`config.mk`:
```
export PLATFORM = sky130hd
export DESIGN_NAME = tcs_front
export DESIGN_NICKNAME = d
export VERILOG_FILES = /design/src/hw/rtl/tcs_pkg.sv /design/src/hw/rtl/tcs_front.sv
export SDC_FILE = /design/constraint.sdc
export NUM_CORES = 1
export LEC_CHECK = 0
export BUFFER_PORTS_ARGS = -buffer_cell sky130_fd_sc_hd__buf_2
export CAP_MARGIN = 20
export CORE_MARGIN = 2
export CORE_UTILIZATION = 56
export CTS_CLUSTER_DIAMETER = 150
export DETAILED_ROUTE_END_ITERATION = 6
export PLACE_DENSITY = 0.94
export SYNTH_ARGS = -nofsm -noshare
export SYNTH_HDL_FRONTEND = slang
export SYNTH_SLANG_ARGS = --single-unit
```
`constraint.sdc`:
```
create_clock -name i_clk -period 6.4 [get_ports i_clk]
set_input_delay 0.96 -clock i_clk [delete_from_list [all_inputs] [get_ports i_clk]]
set_output_delay 0.96 -clock i_clk [all_outputs]
set_load 0.02 [all_outputs]
```
`src/hw/rtl/tcs_pkg.sv`:
```
// Shared types, codes and default sizes for the tree contrast sum block.
// Used by every module under hw/rtl except tcs_ram; depends on nothing else.
package tcs_pkg;

    localparam int IDX_W          = 10;
    localparam int VAL_W          = 32;
    localparam int TOTAL_W        = 48;
    localparam int NODE_COUNT_DEF = 1024;
    localparam int EDGE_COUNT_DEF = 1024;
    localparam int QUEUE_DEPTH    = 2;

    typedef enum logic [1:0] {
        OP_LOAD_TIP  = 2'd0,
        OP_LOAD_EDGE = 2'd1,
        OP_COMBINE   = 2'd2,
        OP_CLEAR     = 2'd3
    } t_op;

    typedef struct packed {
        t_op              op;
        logic [IDX_W-1:0] load_index;
        logic [VAL_W-1:0] load_value;
        logic [IDX_W-1:0] parent_node;
        logic [IDX_W-1:0] child_first;
        logic [IDX_W-1:0] child_second;
        logic [IDX_W-1:0] edge_first;
        logic [IDX_W-1:0] edge_second;
        logic [IDX_W-1:0] up_edge;
        logic             has_up_edge;
    } t_item;

    typedef enum logic [2:0] {
        S_IDLE, S_RD0, S_RD1, S_RD2, S_CHK, S_CALC, S_RES
    } t_back_state;

    typedef enum logic [1:0] {
        A_IDLE, A_MUL, A_DIV, A_DONE
    } t_arith_state;

    typedef struct packed {
        logic             start;
        logic [VAL_W:0]   mag;
        logic [VAL_W-1:0] b0;
        logic [VAL_W-1:0] b1;
    } t_arith_req;

    typedef struct packed {
        logic             done;
        logic [VAL_W:0]   step;
        logic [VAL_W-1:0] adj;
    } t_arith_rsp;

endpackage

```
`src/hw/rtl/tcs_front.sv`:
```
// Front end: accepts words, decodes the opcode and holds them in a short queue.
// Depends on tcs_pkg.
module tcs_front (
    input  logic          i_clk,
    input  logic          i_rst_n,
    input  logic          i_in_valid,
    output logic          o_in_ready,
    input  logic [1:0]    i_opcode,
    input  tcs_pkg::t_item i_fields,
    output logic          o_head_valid,
    output tcs_pkg::t_item o_head,
    input  logic          i_pop
);

    tcs_pkg::t_item r_q [tcs_pkg::QUEUE_DEPTH];
    logic           r_wr_ptr;
    logic           r_rd_ptr;
    logic [1:0]     r_count;
    logic           push;
    tcs_pkg::t_item decoded;

    always_comb begin
        decoded    = i_fields;
        decoded.op = tcs_pkg::t_op'(i_opcode);
    end

    assign o_in_ready   = (r_count != 2'(tcs_pkg::QUEUE_DEPTH));
    assign push         = i_in_valid && o_in_ready;
    assign o_head_valid = (r_count != 2'd0);
    assign o_head       = r_q[r_rd_ptr];

    always_ff @(posedge i_clk) begin
        if (push) begin
            r_q[r_wr_ptr] <= decoded;
        end
        if (!i_rst_n) begin
            r_wr_ptr <= 1'b0;
            r_rd_ptr <= 1'b0;
            r_count  <= 2'd0;
        end else begin
            if (push) begin
                r_wr_ptr <= ~r_wr_ptr;
            end
            if (i_pop) begin
                r_rd_ptr <= ~r_rd_ptr;
            end
            r_count <= r_count + 2'(push) - 2'(i_pop);
        end
    end

endmodule

```
# Yosys cells after proc, flatten, opt, wreduce, memory -nomap -nowiden

Memory sizes are Yosys's and may differ from the RTL's. A register that Yosys moved wholly into a read port is not among the register bits.
Index checks and enable logic that the tools add are counted.

Reductions and logical operators: 2
Bitwise gates (word level): 2
Multiplexer cells: 4
Equal/unequal tests: 1
Add/subtract/negate cells: 2

Operators by type and width:

| cell                                  | count |
|---|---|
| two-way mux 1 bit                     | 4 |
| adder 2 x 1 -> 2 bit                  | 1 |
| != test 2 bit (second input constant) | 1 |
| inverter 1 bit                        | 2 |
| nonzero test 2 bit                    | 1 |
| subtractor 2 x 1 -> 2 bit             | 1 |
| logical AND 1 bit                     | 1 |

RAM bits: 210
Register bits: 4
Input bits: 111
Logic and storage cells: 15
Output and inout bits: 107
Memories: 1

Memory list:

| name | words | width | rd ports | clocked after memory_dff | wr ports | RTL line        | RTL |
|---|---|---|---|---|---|---|---|
| r_q  | 2     | 105   | 1        | 1                        | 1        | tcs_front.sv:15 | `tcs_pkg::t_item r_q [tcs_pkg::QUEUE_DEPTH];` |

# Logic depth before layout (Yosys ltp)

Gate-level depths: netlist (run 1).

Depth in word-level cells: 4
Mapped depth: 7
Gate-level depth less buffers: 7

# Worst setup path before layout (run 1)

No wires, ideal clock.

Path type: input-to-reg
Start: input port i_in_valid
End: memory r_q[1][0] (netlist bit) (enable)
Cell stages on the path: 1
Data arrival time: 3.438 ns
Buffers on the path: 0
Setup time: 0.477 ns
Data required time: 5.923 ns
Slack: 2.485 ns
Cells stage by stage: and3_1

Cells in the longest elaborated chain, start to end: 3

RTL lines:

| element                                 | RTL line        | RTL |
|---|---|---|
| start, declared                         | tcs_front.sv:6  | `input logic i_in_valid,` |
| logical AND 1 bit                       | tcs_front.sv:28 | `assign push = i_in_valid && o_in_ready;` |
| two-way mux 1 bit                       | tcs_front.sv:33 | `if (push) begin` |
| two-way mux 1 bit (implied by the code) | tcs_front.sv:34 | `r_q[r_wr_ptr] <= decoded;` |
| end, declared                           | tcs_front.sv:15 |  |

Every way passes these cells.

==> load_flow_metrics.sql, run 1 <==
INSERT INTO impl_metrics (metric_group, metric, value, unit) VALUES
('run_status', 'outcome', 'complete, no violations', ''),
('sta', 'fin_clk_skew', '0.00536', 'ns'),
('global_route', 'antenna_found_initial', '0', ''),
('die', 'boundaryPins', '218', ''),
('global_route', 'first_global_vias', '4496', ''),
('sta', 'report.final.slew_viol_count', '0', ''),
('logic_synthesis', 'synth_fp_nets', '467', ''),
('route', 'wl_per_cell', '18.6', 'um'),
('min_path', 'min-delay-path-class', 'reg2reg', ''),
('placement', 'place_hpwl', '9.62', 'mm'),
('clock_tree', 'cts_repair_resize_count', '0', ''),
('final_layout', 'flow.area_growth_from_synthesis', '22.6', '%'),
('logic_synthesis', 'synth_seq_cells', '215', ''),
('global_route', 'first_pass_grt_wire_length', '22.8', 'mm'),
('critical_path', 'timing.critical_path.arrival', '2.74', 'ns'),
('die', 'core_area', '14000', 'um2'),
('placement', 'portBuffers', '215', ''),
('logic_synthesis', 'synth-async-reset-ratio', '0', '%'),
('die', 'start_util', '57.9', '%'),
('critical_path', 'crit_path_max_fanout', '74', ''),
('clock_tree', 'clock-sinks', '215', ''),
('power_and_ir_drop', 'internal-power', '2.55', 'mW'),
('placement', 'finalWeightedCongestion', '0.737', ''),
('placement', 'placed_cells_incl_taps', '741', ''),
('route', 'drtPass1Iterations', '4', ''),
('sta', 'post-route-min-period', '3.70', 'ns'),
('logic_synthesis', 'total_number_of_yosys_warnings', '0', ''),
('logic_synthesis', 'synth-main-ff-cell', 'sky130_fd_sc_hd__edfxtp_1', ''),
('logic_synthesis', 'synth_xor_xnor_area_share', '0.216', '%'),
('logic_synthesis', 'post_synth_mux_area_share', '17.1', '%'),
('clock_tree', 'clockBufferDepth', '3', ''),
('route', 'drtIter0Drc', '259', ''),
('logic_synthesis', 'synthCells', '355', ''),
('clock_tree', 'cts.repair_timing.setup_buffer_count', '0', ''),
('die', 'fp-row-count', '43', ''),
('critical_path', 'timing.critical_path.slowest_stage_cell', 'sky130_fd_sc_hd__dfxtp_4', ''),
('critical_path', 'worst_path_dominant_cell_family', 'flip-flops', ''),
('power_and_ir_drop', 'p_total', '3.37', 'mW'),
('final_layout', 'drive_above_1_share', '60.0', '%'),
('critical_path', 'worst_setup_path_end_kind', 'output port', ''),
('critical_path', 'setup_cp_type', 'reg2out', ''),
('logic_synthesis', 'synth_enable_flop_cells', '210', ''),
('clock_tree', 'cts_made_buffers', '22', ''),
('clock_tree', 'clk_pin_slew', '0.06', 'ns'),
('global_route', 'global_route.usage.total', '18.4', '%'),
('final_layout', 'final_common_cell', 'sky130_fd_sc_hd__buf_2', ''),
('final_layout', 'finalNetCount', '697', ''),
('route', 'drtAntennaViolNets', '0', ''),
('final_layout', 'fin_cells', '778', ''),
('logic_synthesis', 'seq_area_frac_synth', '79.1', '%'),
('placement', 'place_area', '9280', 'um2'),
('sta', 'final.hold.worst_slack', '0.595', 'ns'),
('clock_tree', 'clkLatencyLatePin', '0.48', 'ns'),
('power_and_ir_drop', 'power_switching', '816', 'uW'),
('sta', 'worst_slew_margin_rel', '28.7', '%'),
('global_route', 'grt_start_max_net_pins', '79', ''),
('sta', 'finalHoldViolations', '0', ''),
('route', 'wirelength', '14.5', 'mm'),
('power_and_ir_drop', 'worst_ir_drop_vdd', '0.253', 'mV'),
('clock_tree', 'cts.htree.levels', '1', ''),
('power_and_ir_drop', 'p_leak', '3.85', 'nW'),
('power_and_ir_drop', 'switching_share', '24.3', '%'),
('clock_tree', 'cts_hold_buf', '0', ''),
('sta', 'maximum_frequency_from_static_timing_analysis', '270', 'MHz'),
('critical_path', 'worst_path_largest_cell_delay', '1.04', 'ns'),
('final_layout', 'final_design_instance_area_without_fill', '9920', 'um2'),
('route', 'route.detailed.drc', '0', ''),
('power_and_ir_drop', 'power.share.combinational', '14.5', '%'),
('route', 'drt-vias-per-instance', '5.25', ''),
('final_layout', 'commonest_cells_after_routing_fill_and_taps_aside', 'sky130_fd_sc_hd__buf_2, sky130_fd_sc_hd__edfxtp_1, sky130_fd_sc_hd__mux2_2, sky130_fd_sc_hd__mux2_4, sky130_fd_sc_hd__clkbuf_16', ''),
('final_layout', 'antenna_cells_inserted', '0', '');
[routing by layer]
layer / wire, um / share of wire (%) / up-vias / track usage [%]
li1: - / - / 1867 / -
met1: 5480 / 38 / 1993 / 21.9
met2: 7500 / 52 / 195 / 32.6
met3: 1150 / 8.0 / 33 / 5.21
met4: 342 / 2.4 / 0 / 5.82
met5: 0 / 0 / - / 0
[registers in the layout, summed over array words and instances (netlist names), named ones only]
name,cells
r_q,210
r_wr_ptr,1
r_rd_ptr,1
r_count,2
[synth_stat cells, types with 2 or more instances]
cell / number / area [um2]
sky130_fd_sc_hd__buf_12: 5 / 100
sky130_fd_sc_hd__dfxtp_1: 5 / 100
sky130_fd_sc_hd__edfxtp_1: 210 / 6310
sky130_fd_sc_hd__nand3b_1: 2 / 15.0
sky130_fd_sc_hd__nand2_1: 2 / 7.51
sky130_fd_sc_hd__inv_1: 2 / 7.51
sky130_fd_sc_hd__and2_1: 3 / 18.8
sky130_fd_sc_hd__buf_2: 5 / 25.0
sky130_fd_sc_hd__mux2_4: 50 / 751
sky130_fd_sc_hd__mux2_2: 55 / 619
[worst register-to-register path, cell delays in order (launching register included)]
cell and delay (ns):
sky130_fd_sc_hd__dfxtp_1 0.39, sky130_fd_sc_hd__nand2b_1 0.21, sky130_fd_sc_hd__nand3b_1 0.17, sky130_fd_sc_hd__inv_4 0.49, sky130_fd_sc_hd__buf_4 0.76
[power groups by stage]
stage	clock [mW]	combinational, mW	sequential, mW
floorplan	0	0.357	1.75
global placement	0	0.477	1.76
detailed placement	0	0.493	1.77
CTS	1.17	0.496	1.74
global route	1.23	0.521	1.75
finish	1.14	0.490	1.74
[per-stage QoR]
step                util, %  setup slack (ns)
finish                 70.9              2.70
CTS                    70.9              2.63
global placement       66.3              3.18
floorplan                 -              2.48
detailed placement     66.3              3.16
global route           70.9              2.50
[final timing paths]
| check | from | endpoint | slack [ns] | cells past startpoint |
|---|---|---|---|---|
| worst min-delay path | r_rd_ptr | r_rd_ptr | 0.59 | 2 |
| worst min register to register | r_rd_ptr | r_rd_ptr | 0.59 | 2 |
| worst max-delay path | flop | o_head[1] | 2.70 | 3 |
| worst max register to register | r_count[0] | r_q[0][44] | 3.97 | 4 |
[logic make-up after synthesis]
kind of cell,count (synthesis)
buffers and inverters,14
XOR/XNOR,2
AO/OA/AOI/OAI,5
multiplexers,106
adder cells (fa/ha/maj),1
AND/OR/NAND/NOR,12
flip-flops,215
[cell type report]
type                       count  area (um2)
fill                         865        4060
clock buffer                  26         587
timing repair buffer         218        1100
tap                          180         225
clock inverter                11        60.1
inverter                       2        10.0
sequential                   215        6410
multi-input combinational    126        1530
(Power assumes the default switching activity.)
==> run 2: changes to the inputs <==
--- a/config.mk
+++ b/config.mk
@@ -8,10 +8,10 @@
 export BUFFER_PORTS_ARGS = -buffer_cell sky130_fd_sc_hd__buf_2
 export CAP_MARGIN = 20
 export CORE_MARGIN = 2
-export CORE_UTILIZATION = 56
+export CORE_UTILIZATION = 52
 export CTS_CLUSTER_DIAMETER = 150
 export DETAILED_ROUTE_END_ITERATION = 6
-export PLACE_DENSITY = 0.94
+export PLACE_DENSITY = 0.89
 export SYNTH_ARGS = -nofsm -noshare
 export SYNTH_HDL_FRONTEND = slang
 export SYNTH_SLANG_ARGS = --single-unit
==> constraint.sdc (replaced) <==
create_clock -name i_clk -period 3.64 [get_ports i_clk]
set_input_delay 0.546 -clock i_clk [delete_from_list [all_inputs] [get_ports i_clk]]
set_output_delay 0.546 -clock i_clk [all_outputs]
set_load 0.02 [all_outputs]
==> load_flow_metrics.sql, run 2 (same netlist as run 1, synthesis figures left out) <==
INSERT INTO impl_metrics (metric_group, metric, value, unit) VALUES
('sta', 'unrepaired_setup_endpoints_after_global_routing', 'false', ''),
('final_layout', 'fill_cells', '1000', ''),
('placement', 'place_hpwl', '9.61', 'mm'),
('sta', 'finalHoldViolations', '0', ''),
('die', 'core_area', '15200', 'um2'),
('sta', 'total_negative_slack_for_setup_checks', '0', 'ns'),
('placement', 'finalWeightedCongestion', '0.727', ''),
('final_layout', 'flow.area_growth_from_synthesis', '24.0', '%'),
('route', 'drtAntennaViolNets', '0', ''),
('route', 'route.detailed.drc', '0', ''),
('power_and_ir_drop', 'p_total', '6.07', 'mW'),
('global_route', 'global_route.usage.total', '17.0', '%'),
('clock_tree', 'cts_hold_buf', '0', ''),
('clock_tree', 'clk_pin_slew', '0.06', 'ns'),
('sta', 'post-route-min-period', '2.71', 'ns'),
('critical_path', 'setup_cp_type', 'reg2out', ''),
('die', 'dieHeight', '129', 'um'),
('clock_tree', 'clkLatencyLatePin', '0.49', 'ns'),
('power_and_ir_drop', 'worst_ir_drop_vdd', '0.422', 'mV'),
('route', 'via_count', '4129', ''),
('clock_tree', 'clock-sinks', '215', ''),
('critical_path', 'worst_setup_path_end_kind', 'output port', ''),
('sta', 'worst_slew_margin_rel', '50.7', '%'),
('die', 'floorplan.die.width', '129', 'um'),
('clock_tree', 'clk_root_buffer_cell', 'sky130_fd_sc_hd__clkbuf_16', ''),
('final_layout', 'commonest_cells_after_routing_fill_and_taps_aside', 'sky130_fd_sc_hd__buf_2, sky130_fd_sc_hd__edfxtp_1, sky130_fd_sc_hd__mux2_2, sky130_fd_sc_hd__mux2_4, sky130_fd_sc_hd__clkbuf_16', ''),
('clock_tree', 'tritoncts', 'built', ''),
('critical_path', 'timing.critical_path.arrival', '2.16', 'ns'),
('route', 'drtPass1Iterations', '4', ''),
('route', 'drtIter0Drc', '248', ''),
('sta', 'setup_viol_count_final', '0', ''),
('die', 'boundaryPins', '218', ''),
('sta', 'maximum_frequency_from_static_timing_analysis', '369', 'MHz'),
('critical_path', 'crit_required', '3.09', 'ns'),
('critical_path', 'crit_path_max_fanout', '31', ''),
('sta', 'fin_clk_skew', '0.0188', 'ns'),
('route', 'wirelength', '14.5', 'mm'),
('critical_path', 'ff2ff_setup_slack', '1.48', 'ns'),
('global_route', 'overflow', '0', ''),
('final_layout', 'flip_flop_count_of_the_largest_register_after_layout', '210', ''),
('sta', 'tightest_slew', '0.740', 'ns'),
('clock_tree', 'clockBufferDepth', '3', ''),
('final_layout', 'final_common_cell', 'sky130_fd_sc_hd__buf_2', ''),
('die', 'fp-row-count', '45', ''),
('clock_tree', 'cts_repair_resize_count', '0', ''),
('final_layout', 'top_register', 'r_q', ''),
('global_route', 'first_pass_grt_wire_length', '21.8', 'mm'),
('final_layout', 'antenna_cells_inserted', '0', ''),
('final_layout', 'reg.largest.list', 'r_q x210, r_count x2', ''),
('sta', 'final.period_utilization', '74.5', '%'),
('power_and_ir_drop', 'pwr_density_cell', '605', 'nW/um2'),
('global_route', 'first_global_vias', '4344', ''),
('power_and_ir_drop', 'p_leak', '3.88', 'nW'),
('route', 'met1_routed_wirelength_after_detailed_routing', '5.53', 'mm'),
('clock_tree', 'cts.repair_timing.setup_buffer_count', '0', ''),
('global_route', 'antenna_found_initial', '1', ''),
('run_status', 'outcome', 'complete, no violations', ''),
('placement', 'portBuffers', '215', ''),
('final_layout', 'finalNetCount', '699', ''),
('route', 'routed-wl-met2', '7.58', 'mm'),
('final_layout', 'sequential_cell_area', '6410', 'um2'),
('route', 'wl_per_cell', '18.4', 'um'),
('critical_path', 'timing.rr.end', 'r_q[1][96]', ''),
('route', 'drt-vias-per-instance', '5.23', ''),
('final_layout', 'drive_above_1_share', '59.8', '%'),
('clock_tree', 'cts_made_buffers', '22', ''),
('clock_tree', 'cts.htree.levels', '1', ''),
('die', 'start_util', '53.2', '%'),
('route', 'routed.top_layer', 'met5', ''),
('flow_run', 'maxCapViolCount', '0', ''),
('critical_path', 'crit_path_start_kind', 'flop', ''),
('critical_path', 'timing.reg2reg.worst_path_depth', '3', ''),
('global_route', 'grt_start_max_net_pins', '57', ''),
('min_path', 'min-delay-path-class', 'in2reg', ''),
('sta', 'report.final.slew_viol_count', '0', ''),
('route', 'met3_length', '1.13', 'mm'),
('die', 'fp.dieArea', '16600', 'um2'),
('critical_path', 'critical_path_endpoint', 'o_head[104]', ''),
('critical_path', 'reg2reg_from', 'r_count[0]', ''),
('final_layout', 'multi_input_area', '1530', 'um2');
[run 2: power by group]
part	switching, mW	leakage (nW)	total [mW]	internal (mW)
logic	0.515	1.54	0.889	0.375
clock network	0.846	0.340	2.14	1.30
registers	0.0715	2.00	3.04	2.97
total	1.43	3.88	6.07	4.64
[run 2: critical path, stage by stage (launching register included)]
cell                      delay (ns)
sky130_fd_sc_hd__dfxtp_4        0.69
sky130_fd_sc_hd__buf_4          0.41
sky130_fd_sc_hd__mux2_2         0.38
sky130_fd_sc_hd__buf_2          0.16
[run 2: worst min path at each step]
stage	startpoint	depth (start not counted)	endpoint
floorplan	r_wr_ptr	2	r_wr_ptr
global route	i_fields[6]	1	r_q[0][6]
detailed placement	r_rd_ptr	2	r_rd_ptr
finish	i_fields[42]	1	r_q[1][42]
global placement	r_rd_ptr	2	flop
CTS	i_fields[42]	1	r_q[0][42]
[run 2: area by class of cell]
| class | count | area share (%) |
|---|---|---|
| tap | 188 | 2.34 |
| clock buffer | 31 | 6.04 |
| clock inverter | 8 | 0.873 |
| multi-input combinational | 126 | 15.3 |
| inverter | 2 | 0.0998 |
| timing repair buffer | 220 | 11.5 |
| sequential | 215 | 63.9 |
[run 2: routing by layer]
| layer | track usage (%) | up-vias |
|---|---|---|
| met5 | 0 | - |
| met4 | 4.28 | 2 |
| met3 | 5.41 | 27 |
| met2 | 31.2 | 171 |
| met1 | 19.2 | 2046 |
| li1 | - | 1883 |
[run 2: stage by stage]
stage               hold WS [ns]  cells  cell area (um2)  setup WS [ns]  util (%)
floorplan                  0.528    355             8100          0.352         -
global placement           0.558    751             9340           1.44      61.4
detailed placement         0.575    751             9340           1.42      61.4
CTS                        0.222    790            10000          0.892      66.0
global route               0.226    790            10000          0.833      66.0
finish                     0.239    790            10000          0.929      66.0
